--- config.mk ---
export PLATFORM = sky130hd
export DESIGN_NAME = stda_div
export DESIGN_NICKNAME = d
export VERILOG_FILES = /design/src/rtl/stda_pkg.sv /design/src/rtl/stda_div.sv
export SDC_FILE = /design/constraint.sdc
export NUM_CORES = 1
export LEC_CHECK = 0
export BUFFER_PORTS_ARGS = -buffer_cell sky130_fd_sc_hd__buf_2
export CAP_MARGIN = 20
export CORE_AREA = 5 5 84 86
export CTS_CLUSTER_SIZE = 10
export DETAILED_ROUTE_END_ITERATION = 8
export DIE_AREA = 0 0 89 91
export PLACE_DENSITY_LB_ADDON = 0.25
export SYNTH_ARGS = -nofsm -noshare
export SYNTH_HDL_FRONTEND = slang
export SYNTH_SLANG_ARGS = --single-unit
export TNS_END_PERCENT = 30
--- constraint.sdc ---
create_clock -name i_clk -period 2.9 [get_ports i_clk]
set_clock_uncertainty 0.15 [all_clocks]
set_input_delay 0.58 -clock i_clk [delete_from_list [all_inputs] [get_ports i_clk]]
set_output_delay 0.58 -clock i_clk [all_outputs]
set_load 0.02 [all_outputs]
--- src/rtl/stda_pkg.sv ---
// Package with shared constants and types for the sighting table.
package stda_pkg;

    localparam int TableDepthDefault = 512;
    localparam logic [7:0] MatchWindowReset = 8'd2;

    localparam logic [1:0] OpAdd   = 2'd0;
    localparam logic [1:0] OpRead  = 2'd1;
    localparam logic [1:0] OpClear = 2'd2;

    localparam logic [1:0] StOk    = 2'd0;
    localparam logic [1:0] StFull  = 2'd1;
    localparam logic [1:0] StInval = 2'd2;

    typedef struct packed {
        logic        start;
        logic [15:0] dividend;
        logic [8:0]  divisor;
    } t_div_req;

    typedef struct packed {
        logic        done;
        logic [7:0]  quotient;
    } t_div_rsp;

endpackage

--- src/rtl/stda_div.sv ---
// Iterative divider of a signed dividend by an unsigned divisor, one quotient bit per cycle, truncating toward zero.
module stda_div (
    input  logic               i_clk,
    input  logic               i_rst_n,
    input  stda_pkg::t_div_req i_req,
    output stda_pkg::t_div_rsp o_rsp
);

    logic [15:0] r_num;
    logic [16:0] r_rem;
    logic [8:0]  r_den;
    logic        r_neg;
    logic [4:0]  r_cnt;
    logic        r_busy;
    logic        r_done;
    logic [16:0] n_rem;
    logic [16:0] w_try;
    logic [15:0] w_abs;
    logic [15:0] w_q;

    assign w_abs = i_req.dividend[15] ? (~i_req.dividend + 16'd1) : i_req.dividend;
    assign n_rem = {r_rem[15:0], r_num[15]};
    assign w_try = n_rem - {8'd0, r_den};
    assign w_q   = r_neg ? (~r_num + 16'd1) : r_num;

    always_ff @(posedge i_clk) begin
        if (!i_rst_n) begin
            r_busy <= 1'b0;
            r_done <= 1'b0;
            r_cnt  <= '0;
        end else begin
            if (i_req.start) begin
                r_num  <= w_abs;
                r_rem  <= '0;
                r_den  <= i_req.divisor;
                r_neg  <= i_req.dividend[15];
                r_cnt  <= 5'd16;
                r_busy <= 1'b1;
                r_done <= 1'b0;
            end else if (r_busy) begin
                if (w_try[16]) begin
                    r_rem <= n_rem;
                    r_num <= {r_num[14:0], 1'b0};
                end else begin
                    r_rem <= w_try;
                    r_num <= {r_num[14:0], 1'b1};
                end
                r_cnt  <= r_cnt - 5'd1;
                r_done <= (r_cnt == 5'd1);
                if (r_cnt == 5'd1) begin
                    r_busy <= 1'b0;
                end
            end else begin
                r_done <= 1'b0;
            end
        end
    end

    assign o_rsp.done     = r_done;
    assign o_rsp.quotient = w_q[7:0];

endmodule

# Word-level counts from Yosys, hierarchy flattened
# Cells that the tools add are included.
# classes
add_sub_neg,4
n_eq_ne,1
muxes,12
bitwise_logic,4
n_reduce_logical,5
# op_table
op,count
16-bit two-way mux,5
17-bit by 9-bit subtractor with 17-bit output,1
"16-bit by 1-bit adder with 16-bit output, second input constant",1
16-bit NOT,1
5-bit two-way mux,2
"8-bit by 1-bit adder with 8-bit output, second input constant",1
8-bit two-way mux,1
8-bit NOT,1
"5-bit by 1-bit == test with 1-bit output, second input constant",1
"5-bit by 1-bit subtractor with 5-bit output, second input constant",1
1-bit two-way mux,4
2-bit AND reduction,2
3-bit OR reduction,1
1-bit NOT,2
2-bit nonzero test,1
2-bit OR reduction,1
# totals
ff_bits,49
in_bits,28
output_inout_bits,9
wordCells,34

# Logic depth before layout (Yosys ltp)
# Gate-level depths: netlist of the first run.
# depth
depth_word,4
mapped_depth,11
mapped_depth_nobuf,9

# Worst setup path before layout of the first run
# Ideal clock, no wire load.
# synth_timing
path_kind,register to register
from,register r_num[15]
to,"register r_rem[11], data pin"
setup_ns,0.262
t_arrival_ns,2.287
t_required_ns,2.488
path_slack_ns,0.201
path_stages_with_launch,10
n_path_buf,0
period_less_slack_ns,2.699
cell_sequence,edfxtp_1 > inv_1 > ha_1 > fa_1 > nand2b_1 > a21oi_1 > o211a_1 > o311ai_4 > nor4_1 > mux2_1
# synth_between
elab_chain_cells,3
# synth_rtl
item,line,rtl
"start, declared",stda_div.sv:9,logic [15:0] r_num;
"start signal, assigned",stda_div.sv:33,r_num <= w_abs;
"start signal, assigned",stda_div.sv:43,"r_num <= {r_num[14:0], 1'b0};"
"start signal, assigned",stda_div.sv:46,"r_num <= {r_num[14:0], 1'b1};"
17-bit by 9-bit subtractor with 17-bit output,stda_div.sv:23,"assign w_try = n_rem - {8'd0, r_den};"
16-bit two-way mux,stda_div.sv:41,if (w_try[16]) begin
16-bit two-way mux,stda_div.sv:40,end else if (r_busy) begin
"end signal, assigned",stda_div.sv:42,r_rem <= n_rem;
"end signal, assigned",stda_div.sv:45,r_rem <= w_try;
"end, declared",stda_div.sv:10,logic [16:0] r_rem;
# Every way passes these cells. The select of a mux whose other input is x is not followed.
# A chain may end at the register's enable or synchronous reset.

# Final worst setup path of the first run
# layout_timing
from,register r_den[5]
to,"register r_rem[13], data pin"
# layout_between
elab_chain_cells,3
# layout_rtl
item,line,rtl
"start, declared",stda_div.sv:11,logic [8:0] r_den;
"start signal, assigned",stda_div.sv:35,r_den <= i_req.divisor;
17-bit by 9-bit subtractor with 17-bit output,stda_div.sv:23,
16-bit two-way mux,stda_div.sv:41,
16-bit two-way mux,stda_div.sv:40,
# Every way passes these cells. The select of a mux whose other input is x is not followed.

==> flow_summary.json, run 1 <==
{
  "dpl.hpwl_um": 4140,
  "synthTopCellsByArea": "edfxtp_1 42%, ha_1 5.4%, xor2_1 5.2%",
  "synth_common_cells": "42 x edfxtp_1, 36 x nor2_1, 23 x a21oi_1",
  "antenna_left": 0,
  "grt_overflow": 0,
  "r2r_slack_ns": 0.12,
  "drt_wl_total_um": 5820,
  "path_class": "reg -> reg",
  "fin_ws_ns": 0.118,
  "die_x_um": 89,
  "port_buffers": 36,
  "synth-simple-area-share_pct": 16.3,
  "synth.distinct_cells": 50,
  "peakVddDrop_mv": 0.225,
  "grt_max_degree": 34,
  "synth_top_family_by_area": "simple AND/OR/NAND/NOR gates",
  "max-slew-margin-rel_pct": 67.6,
  "die_h_um": 91,
  "synthArstFlopShare_pct": 0,
  "hold-path-endpoint": "r_den[3]",
  "yosys.area.top_type_share_pct": 41.8,
  "timing.rr.start": "r_den[5]",
  "htree_levels": 2,
  "cts.sink_count": 49,
  "synth_area_um2": 3020,
  "cts_tree": "built",
  "synth-compound-area-share_pct": 13.7,
  "area_delta_synth_final_pct": 14.1,
  "outcome": "finished clean",
  "io-pin-count": 37,
  "global_route.usage.total_pct": 15.0,
  "total_leakage_power_nw": 1.36,
  "postCtsHoldBufs": 0,
  "synthAdderAreaFrac_pct": 6.05,
  "diodes": 0,
  "synthCells": 293,
  "crit_required_ns": 2.80,
  "clk_path_buf_depth": 2,
  "grt_pass1_wl_um": 9870,
  "ys_seq_elements": 49,
  "synth_edf_count": 42,
  "wl_per_cell_um": 14.0,
  "place_area_um2": 3290,
  "antenna_found_initial": 0,
  "powerDensity_nw_per_um2": 483,
  "end_kind": "flop",
  "r2r_cells": 8,
  "synth_largest_area_cell": "edfxtp_1",
  "drc": 0,
  "drive_above_1_share_pct": 20.1,
  "core_area_um2": 6200,
  "vias": 2224,
  "slew_viol_final": 0,
  "hold_path.class": "in -> reg",
  "dr.pass1.iters": 4,
  "start_util_pct": 48.6,
  "avgSynthCellArea_um2": 10.3,
  "setup_viol": 0,
  "clock_latency_ns": 0.30,
  "clk_pin_slew_ns": 0.09,
  "final_util_pct": 55.5,
  "avgViaCountPerCell": 5.36,
  "yosysWarnings": 0,
  "synth_nets": 335,
  "crit_arrival_ns": 2.68,
  "tns_ns": 0,
  "crit_path_start_kind": "flop",
  "fp.dieArea_um2": 8100,
  "first_iter_violations": 93,
  "grt_pass1_vias": 2206,
  "min_from": "i_req[3]",
  "hold_violations": 0,
  "rr_endpoint": "r_rem[13]",
  "critPathMaxFanout": 6,
  "max_freq_mhz": 359,
  "yosysMostFrequentCell": "edfxtp_1",
  "fin_crit_sh_pct": 95.9,
  "gp_congestion": 0.805,
  "synth_mux_area_share_pct": 3.61,
  "preCtsSetupSlack_ns": 0.0375,
  "root_buffer": "clkbuf_8",
  "worst_pin_slew_ns": 0.485,
  "numCtsBuffers": 5,
  "min_period_ns": 2.78,
  "stdcell_area_um2": 3440,
  "cap_viol_max_count": 0,
  "std_cell_rows": 29,
  "yosysSeqAreaShare_pct": 46.4,
  "nets": 379,
  "holdPathStages": 1,
  "synthFlopType": "edfxtp_1",
  "synth-xor-area-share_pct": 9.29
}
worst max path at each step:
stage	from	to	cells past startpoint
final	r_den[5]	r_rem[13]	8
after global routing	r_rem[3]	r_rem[4]	8
after CTS	r_num[15]	r_rem[11]	9
after detailed placement	r_num[15]	r_rem[11]	9
after global placement	r_rem[4]	r_rem[2]	8
after floorplan	r_num[15]	r_rem[11]	9
routing by layer:
layer | vias up | GRT usage, % | wire length [µm]
li1 | 1148 | - | -
met1 | 1037 | 19.9 | 2720
met2 | 34 | 24.6 | 2830
met3 | 5 | 3.62 | 212
met4 | 0 | 3.97 | 61
met5 | - | 0 | 0
cells by family (layout without fill, tap and decap cells):
| kind of cell | count (synthesis) | in the layout |
|---|---|---|
| and+or+nand+nor | 95 | 95 |
| AOI/OAI and AO/OA | 63 | 64 |
| DFF | 49 | 49 |
| xor gates and xnor gates | 32 | 32 |
| buffers and inverters | 30 | 74 |
| adders and majority gates | 14 | 14 |
| muxes | 10 | 10 |
cell type report:
| class | instances | area [µm²] |
|---|---|---|
| clock inverter | 2 | 10.0 |
| multi-input combinational | 215 | 1520 |
| clock buffer | 6 | 72.6 |
| timing repair buffer | 47 | 270 |
| inverter | 19 | 71.3 |
| fill | 559 | 2760 |
| sequential | 49 | 1400 |
| tap | 77 | 96.3 |
worst max-delay path, stage by stage, from the launching register on:
cell and delay, ns:
edfxtp_1 0.38, inv_1 0.11, ha_4 0.21, a21o_1 0.19, or3_1 0.33, o211a_1 0.29
o311ai_4 0.45, nor2_1 0.13, mux2_4 0.31
registers in the layout, indices dropped and copies added, names as in the netlist:
| signal | flops |
|---|---|
| r_done | 1 |
| r_neg | 1 |
| r_den | 9 |
| r_num | 16 |
| r_cnt | 5 |
| r_rem | 16 |
| r_busy | 1 |
metrics by stage:
stage,instances,total power [W],hold WS (ns)
after global routing,415,0.00176,0.296
after detailed placement,403,0.00127,0.346
after CTS,411,0.00167,0.292
after global placement,403,0.00126,0.332
final,415,0.00167,0.303
after floorplan,293,0.00116,0.319
power breakdown:
part	switching [W]	internal [W]	total [W]	leakage (nW)
logic	0.000221	0.000182	0.000402	0.859
registers	0.0000409	0.000831	0.000872	0.459
clock network	0.000224	0.000168	0.000391	0.0450
total	0.000485	0.00118	0.00167	1.36
cell usage in the layout (no fill, tap or decap), types with 9 or more instances in the layout:
master     n
inv_1     19
ha_1      12
xnor2_1   14
buf_2     36
nor2_1    36
edfxtp_1  42
nand2_1   18
buf_4      9
o21ai_0   12
xor2_1    18
a21oi_1   22
repair_timing:
action                     4_1_cts  5_1_grt
setup buffers                    0        3
setup endpoints to repair        0        9
resized for setup                0        6
Note: power is estimated with default switching activity, not from simulation.
==> run 2, diff against run 1 <==
- ABC_AREA: default -> 1
- CORE_AREA: 5 5 84 86 -> 5 5 88 90
- DIE_AREA: 0 0 89 91 -> 0 0 93 95
==> flow_summary.json, run 2 <==
{
  "hold_path.class": "in -> reg",
  "synth_area_um2": 3330,
  "total_leakage_power_nw": 1.80,
  "end_kind": "output pin",
  "cap_viol_max_count": 0,
  "area_delta_synth_final_pct": 11.0,
  "tns_ns": 0,
  "critPathMaxFanout": 3,
  "crit_arrival_ns": 1.91,
  "synthAdderAreaFrac_pct": 5.48,
  "yosysWarnings": 0,
  "numCtsBuffers": 5,
  "rsz0062_at_grt": "no",
  "min_period_ns": 2.64,
  "postCtsHoldBufs": 0,
  "synth_edf_count": 42,
  "yosysMostFrequentCell": "nand2_1",
  "grt_max_degree": 31,
  "setup_viol": 0,
  "drive_above_1_share_pct": 12.7,
  "whs_ns": 0.283,
  "die_x_um": 93,
  "finalPower_w": 0.00173,
  "cpMaxStageDelayCell": "edfxtp_1",
  "synthArstFlopShare_pct": 0,
  "yosys.area.top_type_share_pct": 37.9,
  "cts.sink_count": 49,
  "holdPathStages": 1,
  "largest_registers": "r_num x16, r_rem x16, r_den x9",
  "synth-compound-area-share_pct": 5.90,
  "outcome": "finished clean",
  "htree_levels": 2,
  "synth_nets": 485,
  "drc": 0,
  "drt_wl_total_um": 7040,
  "mostFrequentLayoutCell": "nand2_1",
  "worst_pin_slew_ns": 0.479,
  "yosysSeqAreaShare_pct": 42.1,
  "worst-path-buf-inv": 3,
  "timing.rr.start": "r_num[15]",
  "avgViaCountPerCell": 5.06,
  "grt_overflow": 0,
  "preCtsSetupSlack_ns": 0.432,
  "synth_largest_area_cell": "edfxtp_1",
  "cp.depth": 6,
  "std_cell_rows": 31,
  "avgSynthCellArea_um2": 7.52,
  "start_util_pct": 47.7,
  "max_freq_mhz": 379,
  "r2r_slack_ns": 0.41,
  "antenna_found_initial": 0,
  "port_buffers": 36,
  "slew_viol_final": 0,
  "ys_seq_elements": 49,
  "clk_pin_slew_ns": 0.10,
  "clk_path_buf_depth": 2,
  "io-pin-count": 37,
  "synth-simple-area-share_pct": 31.5,
  "core_area_um2": 6980,
  "die_h_um": 95,
  "gp_congestion": 0.847,
  "dpl.hpwl_um": 5380,
  "max-slew-margin-rel_pct": 67.7,
  "min_from": "i_req[7]",
  "synthTopCellsByArea": "edfxtp_1 38%, nand2_1 13%, nor2_1 7.3%",
  "crit_required_ns": 2.17,
  "fp.dieArea_um2": 8840,
  "first_iter_violations": 173,
  "fin_ws_ns": 0.265,
  "crit_chain": "inv_1 > ha_1 > inv_1 > o41ai_1 > xor2_1 > buf_2",
  "grt_pass1_wl_um": 12100,
  "cts_tree": "built",
  "r2r_cells": 14,
  "grt_pass1_vias": 2759,
  "peakVddDrop_mv": 0.220,
  "path_class": "reg -> out",
  "vias": 2837,
  "synthFlopType": "edfxtp_1",
  "hold-path-endpoint": "r_den[7]",
  "synth-xor-area-share_pct": 5.78,
  "ctsResizeCount": 0,
  "clock_latency_ns": 0.32,
  "cpMostUsedCell": "inv_1",
  "critPathTopFamily": "flip-flops",
  "fin_crit_sh_pct": 90.9,
  "dr.pass1.iters": 5,
  "root_buffer": "clkbuf_8",
  "global_route.usage.total_pct": 17.2,
  "synth_mux_area_share_pct": 0,
  "synth_common_cells": "113 x nand2_1, 65 x nor2_1, 64 x inv_1",
  "rr_endpoint": "r_rem[7]",
  "wl_per_cell_um": 12.6,
  "cts_setup_buffers": 0,
  "critPathMaxStageDelay_ns": 0.44,
  "crit_path_start_kind": "flop",
  "final_cell_mix": "113 x nand2_1, 65 x nor2_1, 64 x inv_1, 46 x nand3_1, 42 x edfxtp_1",
  "nets": 520,
  "synth_top_family_by_area": "simple AND/OR/NAND/NOR gates",
  "antenna_left": 0,
  "synth.distinct_cells": 33,
  "hold_violations": 0,
  "synthCells": 443,
  "powerDensity_nw_per_um2": 469,
  "diodes": 0
}
run 2: changes by cell type after synthesis, moves of 6 or more:
cell,previous run,this run
nand2_1,18,113
nand3_1,1,46
mux2i_1,6,0
or3_1,6,0
a21oi_1,23,11
xnor2_1,14,5
nor2_1,36,65
inv_1,19,64
run 2: worst max-delay path by stage:
stage | end | slack (ns) | startpoint
floorplan | r_num[0] | 0.59 | i_req[25]
global placement | r_rem[7] | 0.49 | r_num[15]
detailed placement | r_rem[15] | 0.43 | r_num[15]
CTS | o_rsp[6] | 0.25 | r_num[0]
global route | o_rsp[6] | 0.17 | r_num[0]
finish | o_rsp[6] | 0.26 | r_num[0]
run 2: kinds of logic after synthesis:
logic type,count (synthesis)
AND/OR/NAND/NOR,246
buffers and inverters,76
flip-flops,49
AO/OA/AOI/OAI,36
XOR/XNOR,22
adder cells (fa/ha/maj),14
run 2: layer usage:
metal	part of all wire (%)	track usage, %
met1	45	22.5
met2	49	29.2
met5	0	0
met3	4.9	3.51
met4	1.1	4.76
run 2: final cells by class:
class / count / area (µm²)
Fill cell: 720 / 3280
Multi-Input combinational cell: 318 / 1630
Sequential cell: 49 / 1400
Inverter: 64 / 240
Timing Repair Buffer: 40 / 223
Tap cell: 82 / 103
Clock buffer: 5 / 68.8
Clock inverter: 3 / 28.8
run 2: per-stage QoR:
stage / area, µm² / utilization [%] / instances
after floorplan: 3340 / - / 443
after global placement: 3600 / 51.6 / 553
after detailed placement: 3600 / 51.6 / 553
after CTS: 3700 / 53.0 / 561
after global routing: 3700 / 53.0 / 561
final: 3700 / 53.0 / 561
run 2: where the power goes:
part           switching (W)  internal, W
Combinational       0.000269     0.000160
Clock               0.000261     0.000181
Sequential         0.0000346     0.000829
run 2: worst register-to-register path: cells and delay by family (launching register included):
family / cells / cell delay (ns)
DFF: 1 / 0.36
buffers and inverters: 3 / 0.33
and+or+nand+nor: 9 / 0.80
adders and majority gates: 2 / 0.63
